### config.mk
export PLATFORM = sky130hd
export DESIGN_NAME = matrix_power_recurrence_mod_core
export DESIGN_NICKNAME = d
export VERILOG_FILES = /design/src/rtl/mpr_pkg.sv /design/src/rtl/mpr_seq.sv /design/src/rtl/mpr_dp.sv /design/src/rtl/matrix_power_recurrence_mod_core.sv
export SDC_FILE = /design/constraint.sdc
export NUM_CORES = 2
export LEC_CHECK = 0
export BUFFER_PORTS_ARGS = -buffer_cell sky130_fd_sc_hd__buf_2
export CORE_ASPECT_RATIO = 1.4
export CORE_MARGIN = 10
export CORE_UTILIZATION = 26
export CTS_BUF_LIST = sky130_fd_sc_hd__clkbuf_4 sky130_fd_sc_hd__clkbuf_8
export DETAILED_ROUTE_END_ITERATION = 16
export GPL_TIMING_DRIVEN = 0
export MAX_ROUTING_LAYER = met4
export PLACE_DENSITY = 0.42
export SETUP_SLACK_MARGIN = 0.3
export SYNTH_ARGS = -nofsm -noshare
export SYNTH_HDL_FRONTEND = slang
export SYNTH_SLANG_ARGS = --single-unit
### constraint.sdc
create_clock -name clk -period 9.6 [get_ports clk]
set_clock_uncertainty 0.1 [all_clocks]
set_input_delay 0.48 -clock clk [delete_from_list [all_inputs] [get_ports clk]]
set_output_delay 0.48 -clock clk [all_outputs]
set_load 0.005 [all_outputs]
### src/rtl/mpr_pkg.sv
// ----------------------------------------------------------------------------
// mpr_pkg
// Shared types, constants, microcode program and modular reduction for the
// 2x2 matrix power core.
// ----------------------------------------------------------------------------
package mpr_pkg;

  // Field and datapath widths
  localparam int EXP_BITS    = 31;
  localparam int CNT_W       = $clog2(EXP_BITS + 1);
  localparam int RES_W       = 10;
  localparam int PROD_W      = 21;
  localparam int MODULUS     = 1000;
  localparam int IN_TDATA_W  = ((EXP_BITS + 7) / 8) * 8;
  localparam int OUT_TDATA_W = ((RES_W + 7) / 8) * 8;
  localparam int PC_W        = 4;

  // Base matrix [[6,-4],[1,0]] in canonical form, row-major
  localparam logic [RES_W-1:0] BASE_M [4] = '{
    RES_W'(6), RES_W'(MODULUS - 4), RES_W'(1), RES_W'(0)
  };

  // Datapath operations
  typedef enum logic [3:0] {
    OP_NOP,
    OP_LOAD,
    OP_SKIP,
    OP_SQ,
    OP_MB,
    OP_RED,
    OP_SHIFT,
    OP_FIN,
    OP_EMIT,
    OP_EMIT_BAD
  } op_t;

  // Jump conditions
  typedef enum logic [2:0] {
    C_NEXT,
    C_NO_IN,
    C_ZERO,
    C_MSB_CLR,
    C_MORE,
    C_BUSY
  } cond_t;

  // One control word: jump to target when cond holds, else advance
  // (or return to the start when last is set)
  typedef struct packed {
    op_t              op;
    cond_t            cond;
    logic [PC_W-1:0]  target;
    logic             last;
  } uword_t;

  // Sequencer to datapath
  typedef struct packed {
    op_t  op;
    logic load;
    logic emit;
  } dp_ctrl_t;

  // Datapath to sequencer
  typedef struct packed {
    logic exp_zero;
    logic exp_msb;
    logic more;
  } dp_stat_t;

  // Program addresses
  localparam logic [PC_W-1:0] ST_LOAD  = PC_W'(0);
  localparam logic [PC_W-1:0] ST_CHECK = PC_W'(1);
  localparam logic [PC_W-1:0] ST_SKIP  = PC_W'(2);
  localparam logic [PC_W-1:0] ST_SQ    = PC_W'(3);
  localparam logic [PC_W-1:0] ST_SQRED = PC_W'(4);
  localparam logic [PC_W-1:0] ST_MB    = PC_W'(5);
  localparam logic [PC_W-1:0] ST_MBRED = PC_W'(6);
  localparam logic [PC_W-1:0] ST_SHIFT = PC_W'(7);
  localparam logic [PC_W-1:0] ST_FIN   = PC_W'(8);
  localparam logic [PC_W-1:0] ST_FNRED = PC_W'(9);
  localparam logic [PC_W-1:0] ST_EMIT  = PC_W'(10);
  localparam logic [PC_W-1:0] ST_BAD   = PC_W'(11);

  // Microcode program
  function automatic uword_t ucode(input logic [PC_W-1:0] pc);
    uword_t w;
    unique case (pc)
      ST_LOAD:  w = '{OP_LOAD,     C_NO_IN,   ST_LOAD,  1'b0};
      ST_CHECK: w = '{OP_NOP,      C_ZERO,    ST_BAD,   1'b0};
      ST_SKIP:  w = '{OP_SKIP,     C_MSB_CLR, ST_SKIP,  1'b0};
      ST_SQ:    w = '{OP_SQ,       C_NEXT,    ST_LOAD,  1'b0};
      ST_SQRED: w = '{OP_RED,      C_MSB_CLR, ST_SHIFT, 1'b0};
      ST_MB:    w = '{OP_MB,       C_NEXT,    ST_LOAD,  1'b0};
      ST_MBRED: w = '{OP_RED,      C_NEXT,    ST_LOAD,  1'b0};
      ST_SHIFT: w = '{OP_SHIFT,    C_MORE,    ST_SQ,    1'b0};
      ST_FIN:   w = '{OP_FIN,      C_NEXT,    ST_LOAD,  1'b0};
      ST_FNRED: w = '{OP_RED,      C_NEXT,    ST_LOAD,  1'b0};
      ST_EMIT:  w = '{OP_EMIT,     C_BUSY,    ST_EMIT,  1'b1};
      ST_BAD:   w = '{OP_EMIT_BAD, C_BUSY,    ST_BAD,   1'b1};
      default:  w = '{OP_NOP,      C_NEXT,    ST_LOAD,  1'b1};
    endcase
    return w;
  endfunction

  // Reduce a product sum modulo 1000: fold the upper bits twice using
  // 1024 = 24 (mod 1000), then subtract the modulus at most twice
  function automatic logic [RES_W-1:0] mod1000(input logic [PROD_W-1:0] p);
    logic [10:0] h1;
    logic [15:0] s1;
    logic [5:0]  h2;
    logic [11:0] s2;
    logic [11:0] s3;
    h1 = p[20:10];
    s1 = {1'b0, h1, 4'b0} + {2'b0, h1, 3'b0} + {6'b0, p[9:0]};
    h2 = s1[15:10];
    s2 = {2'b0, h2, 4'b0} + {3'b0, h2, 3'b0} + {2'b0, s1[9:0]};
    if (s2 >= 12'(2 * MODULUS)) begin
      s3 = s2 - 12'(2 * MODULUS);
    end else if (s2 >= 12'(MODULUS)) begin
      s3 = s2 - 12'(MODULUS);
    end else begin
      s3 = s2;
    end
    return s3[RES_W-1:0];
  endfunction

endpackage

### src/rtl/mpr_seq.sv
// ----------------------------------------------------------------------------
// mpr_seq
// Microcode sequencer: step counter, program table and jump conditions.
// ----------------------------------------------------------------------------
module mpr_seq import mpr_pkg::*; (
  input  logic     clk,
  input  logic     rst_n,
  input  logic     in_valid,
  input  logic     out_busy,
  input  dp_stat_t stat,
  output logic     in_ready,
  output dp_ctrl_t ctrl
);

  logic [PC_W-1:0] pc_r;
  logic [PC_W-1:0] pc_nxt;
  uword_t          uw;
  logic            take;

  // Fetch the current control word
  assign uw       = ucode(pc_r);
  assign in_ready = (uw.op == OP_LOAD);

  // Evaluate the jump condition
  always_comb begin
    unique case (uw.cond)
      C_NEXT:    take = 1'b0;
      C_NO_IN:   take = !in_valid;
      C_ZERO:    take = stat.exp_zero;
      C_MSB_CLR: take = !stat.exp_msb;
      C_MORE:    take = stat.more;
      C_BUSY:    take = out_busy;
      default:   take = 1'b0;
    endcase
  end

  // Pick the next step
  always_comb begin
    if (take) begin
      pc_nxt = uw.target;
    end else if (uw.last) begin
      pc_nxt = ST_LOAD;
    end else begin
      pc_nxt = pc_r + PC_W'(1);
    end
  end

  // Drive the datapath
  always_comb begin
    ctrl.op   = uw.op;
    ctrl.load = in_ready && in_valid;
    ctrl.emit = ((uw.op == OP_EMIT) || (uw.op == OP_EMIT_BAD)) && !out_busy;
  end

  // Hold the step counter
  always_ff @(posedge clk) begin
    if (!rst_n) begin
      pc_r <= ST_LOAD;
    end else begin
      pc_r <= pc_nxt;
    end
  end

endmodule

### src/rtl/mpr_dp.sv
// ----------------------------------------------------------------------------
// mpr_dp
// Datapath: exponent shifter, bit counter, matrix registers, four
// multiply lanes and the modulo-1000 reduction.
// ----------------------------------------------------------------------------
module mpr_dp import mpr_pkg::*; (
  input  logic                clk,
  input  logic                rst_n,
  input  dp_ctrl_t            ctrl,
  input  logic [EXP_BITS-1:0] exponent,
  output dp_stat_t            stat,
  output logic [RES_W-1:0]    v
);

  logic [EXP_BITS-1:0] e_r;
  logic [CNT_W-1:0]    cnt_r;
  logic [RES_W-1:0]    m_r [4];
  logic [PROD_W-1:0]   p_r [4];
  logic [PROD_W-1:0]   sum [4];
  logic [RES_W-1:0]    a0  [4];
  logic [RES_W-1:0]    b0  [4];
  logic [RES_W-1:0]    a1  [4];
  logic [RES_W-1:0]    b1  [4];

  // Select lane operands: entry (i,j) = x[i][0]*y[0][j] + x[i][1]*y[1][j]
  always_comb begin
    for (int k = 0; k < 4; k++) begin
      a0[k] = m_r[k & 2];
      a1[k] = m_r[(k & 2) + 1];
      if (ctrl.op == OP_MB) begin
        b0[k] = BASE_M[k & 1];
        b1[k] = BASE_M[2 + (k & 1)];
      end else begin
        b0[k] = m_r[k & 1];
        b1[k] = m_r[2 + (k & 1)];
      end
    end
    // Final combination 6*a10 + 2*a11 on lane zero
    if (ctrl.op == OP_FIN) begin
      a0[0] = RES_W'(6);
      b0[0] = m_r[2];
      a1[0] = RES_W'(2);
      b1[0] = m_r[3];
    end
  end

  // Multiply and add in each lane
  always_comb begin
    for (int k = 0; k < 4; k++) begin
      sum[k] = PROD_W'(20'(a0[k]) * 20'(b0[k])) + PROD_W'(20'(a1[k]) * 20'(b1[k]));
    end
  end

  // Load and advance the exponent and bit counter
  always_ff @(posedge clk) begin
    if (!rst_n) begin
      e_r   <= '0;
      cnt_r <= '0;
    end else begin
      unique case (ctrl.op)
        OP_LOAD: begin
          if (ctrl.load) begin
            e_r   <= exponent;
            cnt_r <= CNT_W'(EXP_BITS);
          end
        end
        OP_SKIP: begin
          if (!e_r[EXP_BITS-1]) begin
            e_r   <= e_r << 1;
            cnt_r <= cnt_r - CNT_W'(1);
          end
        end
        OP_SHIFT: begin
          e_r   <= e_r << 1;
          cnt_r <= cnt_r - CNT_W'(1);
        end
        default: begin
        end
      endcase
    end
  end

  // Update matrix and product registers
  always_ff @(posedge clk) begin
    unique case (ctrl.op)
      OP_LOAD: begin
        if (ctrl.load) begin
          m_r[0] <= RES_W'(1);
          m_r[1] <= '0;
          m_r[2] <= '0;
          m_r[3] <= RES_W'(1);
        end
      end
      OP_SQ, OP_MB, OP_FIN: begin
        for (int k = 0; k < 4; k++) begin
          p_r[k] <= sum[k];
        end
      end
      OP_RED: begin
        for (int k = 0; k < 4; k++) begin
          m_r[k] <= mod1000(p_r[k]);
        end
      end
      default: begin
      end
    endcase
  end

  // Report status
  always_comb begin
    stat.exp_zero = (e_r == '0);
    stat.exp_msb  = e_r[EXP_BITS-1];
    stat.more     = (cnt_r != CNT_W'(1));
  end

  assign v = m_r[0];

endmodule

### src/rtl/matrix_power_recurrence_mod_core.sv
// ----------------------------------------------------------------------------
// matrix_power_recurrence_mod_core
// Last three decimal digits of floor((3+sqrt5)^n) by 2x2 matrix power
// modulo 1000, run by a microcoded sequencer.
// ----------------------------------------------------------------------------
//
//  Channel  Direction  Payload
//  in_      slave      tdata[30:0] exponent
//  out_     master     tdata[9:0] last_digits, tuser bad_exponent
//
//  One transaction at a time. The exponent is shifted past its leading
//  zeros; each bit from the leading one down then takes a squaring, a
//  multiply by the base matrix when the bit is one, and a shift. Each
//  matrix product is a multiply step and a reduce step on the shared
//  lanes. A zero exponent is returned flagged bad, with zero digits.
//  Reset is synchronous, active low, and clears the sequencer and output
//  valid. A stalled result holds in the output register while the next
//  input is accepted and computed.
// ----------------------------------------------------------------------------
module matrix_power_recurrence_mod_core import mpr_pkg::*; (
  input  logic                   clk,
  input  logic                   rst_n,
  input  logic                   in_tvalid,
  output logic                   in_tready,
  input  logic [IN_TDATA_W-1:0]  in_tdata,   // [30:0] exponent
  output logic                   out_tvalid,
  input  logic                   out_tready,
  output logic [OUT_TDATA_W-1:0] out_tdata,  // [9:0] last_digits
  output logic                   out_tuser   // [0] bad_exponent
);

  dp_ctrl_t         ctrl;
  dp_stat_t         stat;
  logic [RES_W-1:0] v;
  logic             out_busy;
  logic             out_valid_r;
  logic [RES_W-1:0] out_digits_r;
  logic             out_bad_r;
  logic [RES_W-1:0] digits_nxt;

  assign out_busy = out_valid_r && !out_tready;

  mpr_seq u_seq (
    .clk      (clk),
    .rst_n    (rst_n),
    .in_valid (in_tvalid),
    .out_busy (out_busy),
    .stat     (stat),
    .in_ready (in_tready),
    .ctrl     (ctrl)
  );

  mpr_dp u_dp (
    .clk      (clk),
    .rst_n    (rst_n),
    .ctrl     (ctrl),
    .exponent (in_tdata[EXP_BITS-1:0]),
    .stat     (stat),
    .v        (v)
  );

  // Form the answer (v - 1) mod 1000
  always_comb begin
    if (ctrl.op == OP_EMIT_BAD) begin
      digits_nxt = '0;
    end else if (v == '0) begin
      digits_nxt = RES_W'(MODULUS - 1);
    end else begin
      digits_nxt = v - RES_W'(1);
    end
  end

  // Hold the output valid flag
  always_ff @(posedge clk) begin
    if (!rst_n) begin
      out_valid_r <= 1'b0;
    end else if (ctrl.emit) begin
      out_valid_r <= 1'b1;
    end else if (out_tready) begin
      out_valid_r <= 1'b0;
    end
  end

  // Load the output payload
  always_ff @(posedge clk) begin
    if (ctrl.emit) begin
      out_digits_r <= digits_nxt;
      out_bad_r    <= (ctrl.op == OP_EMIT_BAD);
    end
  end

  assign out_tvalid = out_valid_r;
  assign out_tdata  = OUT_TDATA_W'(out_digits_r);
  assign out_tuser  = out_bad_r;

  // Never overwrite a result that is still waiting
  a_no_overwrite: assert property (@(posedge clk) disable iff (!rst_n)
    ctrl.emit |-> !out_busy)
    else $error("result overwritten while stalled");

  // A result shows up the cycle after it is produced
  a_emit_valid: assert property (@(posedge clk) disable iff (!rst_n)
    ctrl.emit |=> out_tvalid)
    else $error("emitted result not presented");

  // A flagged exponent carries zero digits
  a_bad_zero: assert property (@(posedge clk) disable iff (!rst_n)
    (out_tvalid && out_tuser) |-> (out_digits_r == '0))
    else $error("bad exponent with nonzero digits");

  // Digits stay in canonical range
  a_range: assert property (@(posedge clk) disable iff (!rst_n)
    out_tvalid |-> (out_digits_r < RES_W'(MODULUS)))
    else $error("digits out of range");

  // Input is taken only when no item is in flight
  a_accept_idle: assert property (@(posedge clk) disable iff (!rst_n)
    (in_tvalid && in_tready) |=> !in_tready)
    else $error("second input accepted during computation");

endmodule
==> summary.md <==
| Metric | Value |
|---|---|
| Status | finished clean |
| Crit end category | register |
| Die Footprint | about 170000 um^2 |
| Worst-path clk slew | between 100 and 150 ps |
| CP max-delay cell | clkbuf_1 |
| Hold WS | 79.26 ps |
| Port Buffers | 47 |
| GRT Total Usage | ~17% |
| Global-route wire length before repair | roughly 220000 um |
| Clock latency on the worst-skew pair | roughly 650 ps |
| Commonest non-fill, non-tap cell in the layout | inv_1 |
| WL final | approximately 150000 um |
| Setup tns final | 0 ps |
| Nets | 5786 |
| YS warnings | 0 |
| GRT overflow | 0 |
| Clk sinks | about 190 |
| Average routed wire per standard cell | about 22 um |
| Initial DRC Count | around 1600 |
| FF+latch count, synth | around 190 |
| Design area | roughly 45000 um^2 |
| Max clock buf depth | 2 |
| Required time of the critical path | roughly 9900 ps |
| Max Fclk | roughly 110 MHz |
| Register area share after synthesis | 12.51% |
| Boundary pin count | 55 |
| DR pass1 iterations | 5 |
| Gpl congestion | approximately 0.95 |
| Startpoint class of the critical path | register |
| CTS buffer count | 17 |
| Rel. slew slack | about 8% |
| Horiz. Die Dim | around 360 um |
| Final setup viols | 0 |
| Netlist Area Pre-Place | 40890 um^2 |
| Dpl cell area | about 44000 um^2 |
| Share of cells above drive strength 1 | under 10% |
| Slew @ Worst Pin | 1381 ps |
| Via count | ~31000 |
| DRC Markers | 0 |
| Initial Utilization | between 20% and 30% |
| Ys flop type | edfxtp_1 |
| Vias in the first global route | between 30000 and 40000 |
| CTS H-tree depth | 4 |
| Largest net degree at the start of global routing | 29 |
| Final max-slew violation count | 0 |
| Max Fanout on Critical Path | 10 |
| CP Class | reg -> reg |
| Gate Count Post-Synth | between 4000 and 5000 |
| CP arrival | 9330 ps |
| Synth unique cells | 98 |
| Syn-to-layout area delta | 9.255% |
| Largest cells by area after synthesis | fa_1, ha_1, edfxtp_1 |
| Most common cell on crit path | fa_1 |
| Initial antenna violation count | 10 |
| Vias per cell | between 4 and 5 |
| Crit path largest cell delay | 540 ps |
| Post-DP HPWL | 121700 um |
| Die Y | 489.3 um |
| Post-synth ARST share | 0% |
| Core area | 156700 um^2 |
| Rows | roughly 170 |
| Root Buffer | clkbuf_8 |
| Final ANT Viol Nets | 0 |
| Max Cap Viol | 0 |
| CTS tree | built |
| RSZ-0062 raised after global routing | false |
| HP Class | in -> reg |
| Most frequent cells in the layout | inv_1, fa_1, ha_1 |
| Synth area leader | fa_1 |
| Syn_area_per_cell | just over 9 um^2 |
| Final Util | between 20% and 30% |
| Post-synth top area share | approximately 34% |
| Final Hold Fails | 0 |
| Post-synth EDFFs | between 100 and 150 |
| Fin crit share | about 94% |
| Post-layout minimum cycle time | around 9000 ps |
-- critical path, delay by kind of cell, from the launching register on --
kind	cells	cell delay, ps
adder cells (fa/ha/maj)	8	3890
AO/OA/AOI/OAI	6	1730
AND/OR/NAND/NOR	5	1300
XOR/XNOR	1	110
buffers and inverters	6	1240
flip-flops	1	390
-- metrics by stage --
stage / worst slack [ps] / std cells
CTS: 209.0 / 6634
detailed placement: -290.5 / 6572
finish: 566.6 / 6639
global placement: -956.3 / 6566
global route: 300.2 / 6635
floorplan: 1953 / 4431
-- per-layer routing --
layer | global-route usage, % | share of wire (%) | up-vias
met1 | 18.43 | 37 | 15770
met4 | 9.144 | 6.2 | 0
met3 | 2.016 | 4.0 | 318
met5 | - | 0 | -
met2 | 31.72 | 52 | 846
li1 | - | - | 14360
-- timing repair --
item	CTS	global route
endpoints found under the hold margin	31	0
hold buffers	31	0
buffers inserted	0	0
endpoints found under the setup margin	14	11
resized for setup	12	23
-- layout make-up --
type	count	area [um^2]
antenna	7	17.52
buffer	202	822.0
clock buffer	17	234.0
clock inverter	15	190.2
fill	17030	112000
inverter	895	3359
multi-input combinational	3143	31680
sequential	188	5115
tap	2088	2613
timing repair buffer	84	651.9
-- cell usage after synthesis, drive strengths merged (10+ instances only) --
cell / instances
o21bai: 33
nor3: 49
nor4: 25
and3: 289
nand4: 11
inv: 892
nor2b: 170
and2: 23
buf: 15
o21ai: 68
a21o: 39
clkbuf: 190
nand2b: 21
o21a: 14
nand2: 364
o211ai: 10
or3: 15
a211oi: 21
dfxtp: 53
a21oi: 125
xnor2: 111
a31oi: 12
fa: 688
xor2: 27
or2: 15
mux2i: 13
ha: 531
nand3: 89
nor2: 221
edfxtp: 135
or4: 10
a221oi: 30
-- cells by family after synthesis --
group                    share of synthesized area, %
AO/OA/AOI/OAI                                   7.312
XOR/XNOR                                        2.992
adder cells (fa/ha/maj)                         49.93
buffers and inverters                           10.20
flip-flops                                      12.51
multiplexers                                   0.4008
other                                        0.009170
AND/OR/NAND/NOR                                 16.65
-- path summary, 6_finish.rpt --
| check | start | endpoint | slack [ps] | cells after the start |
|---|---|---|---|---|
| max reg2reg | u_seq.uw[11] | u_dp.p_r[2][20] | 570 | 26 |
| max | u_seq.uw[11] | u_dp.p_r[2][20] | 570 | 26 |
| min | in_tvalid | u_dp.cnt_r[3] | 80 | 3 |
| min reg2reg | u_dp.cnt_r[0] | u_dp.cnt_r[0] | 430 | 2 |
-- registers in the layout (all words and copies together) (netlist names) --
name and count:
u_dp.e_r 31, u_dp.cnt_r 5, out_digits_r 10, u_seq.uw 12, u_seq.pc_r 4, u_dp.p_r 84, out_tuser 1, u_dp.m_r 40
out_tvalid 1
Power is not shown: default switching activity piles up to over one toggle a cycle in this logic, so the estimate is an artifact.
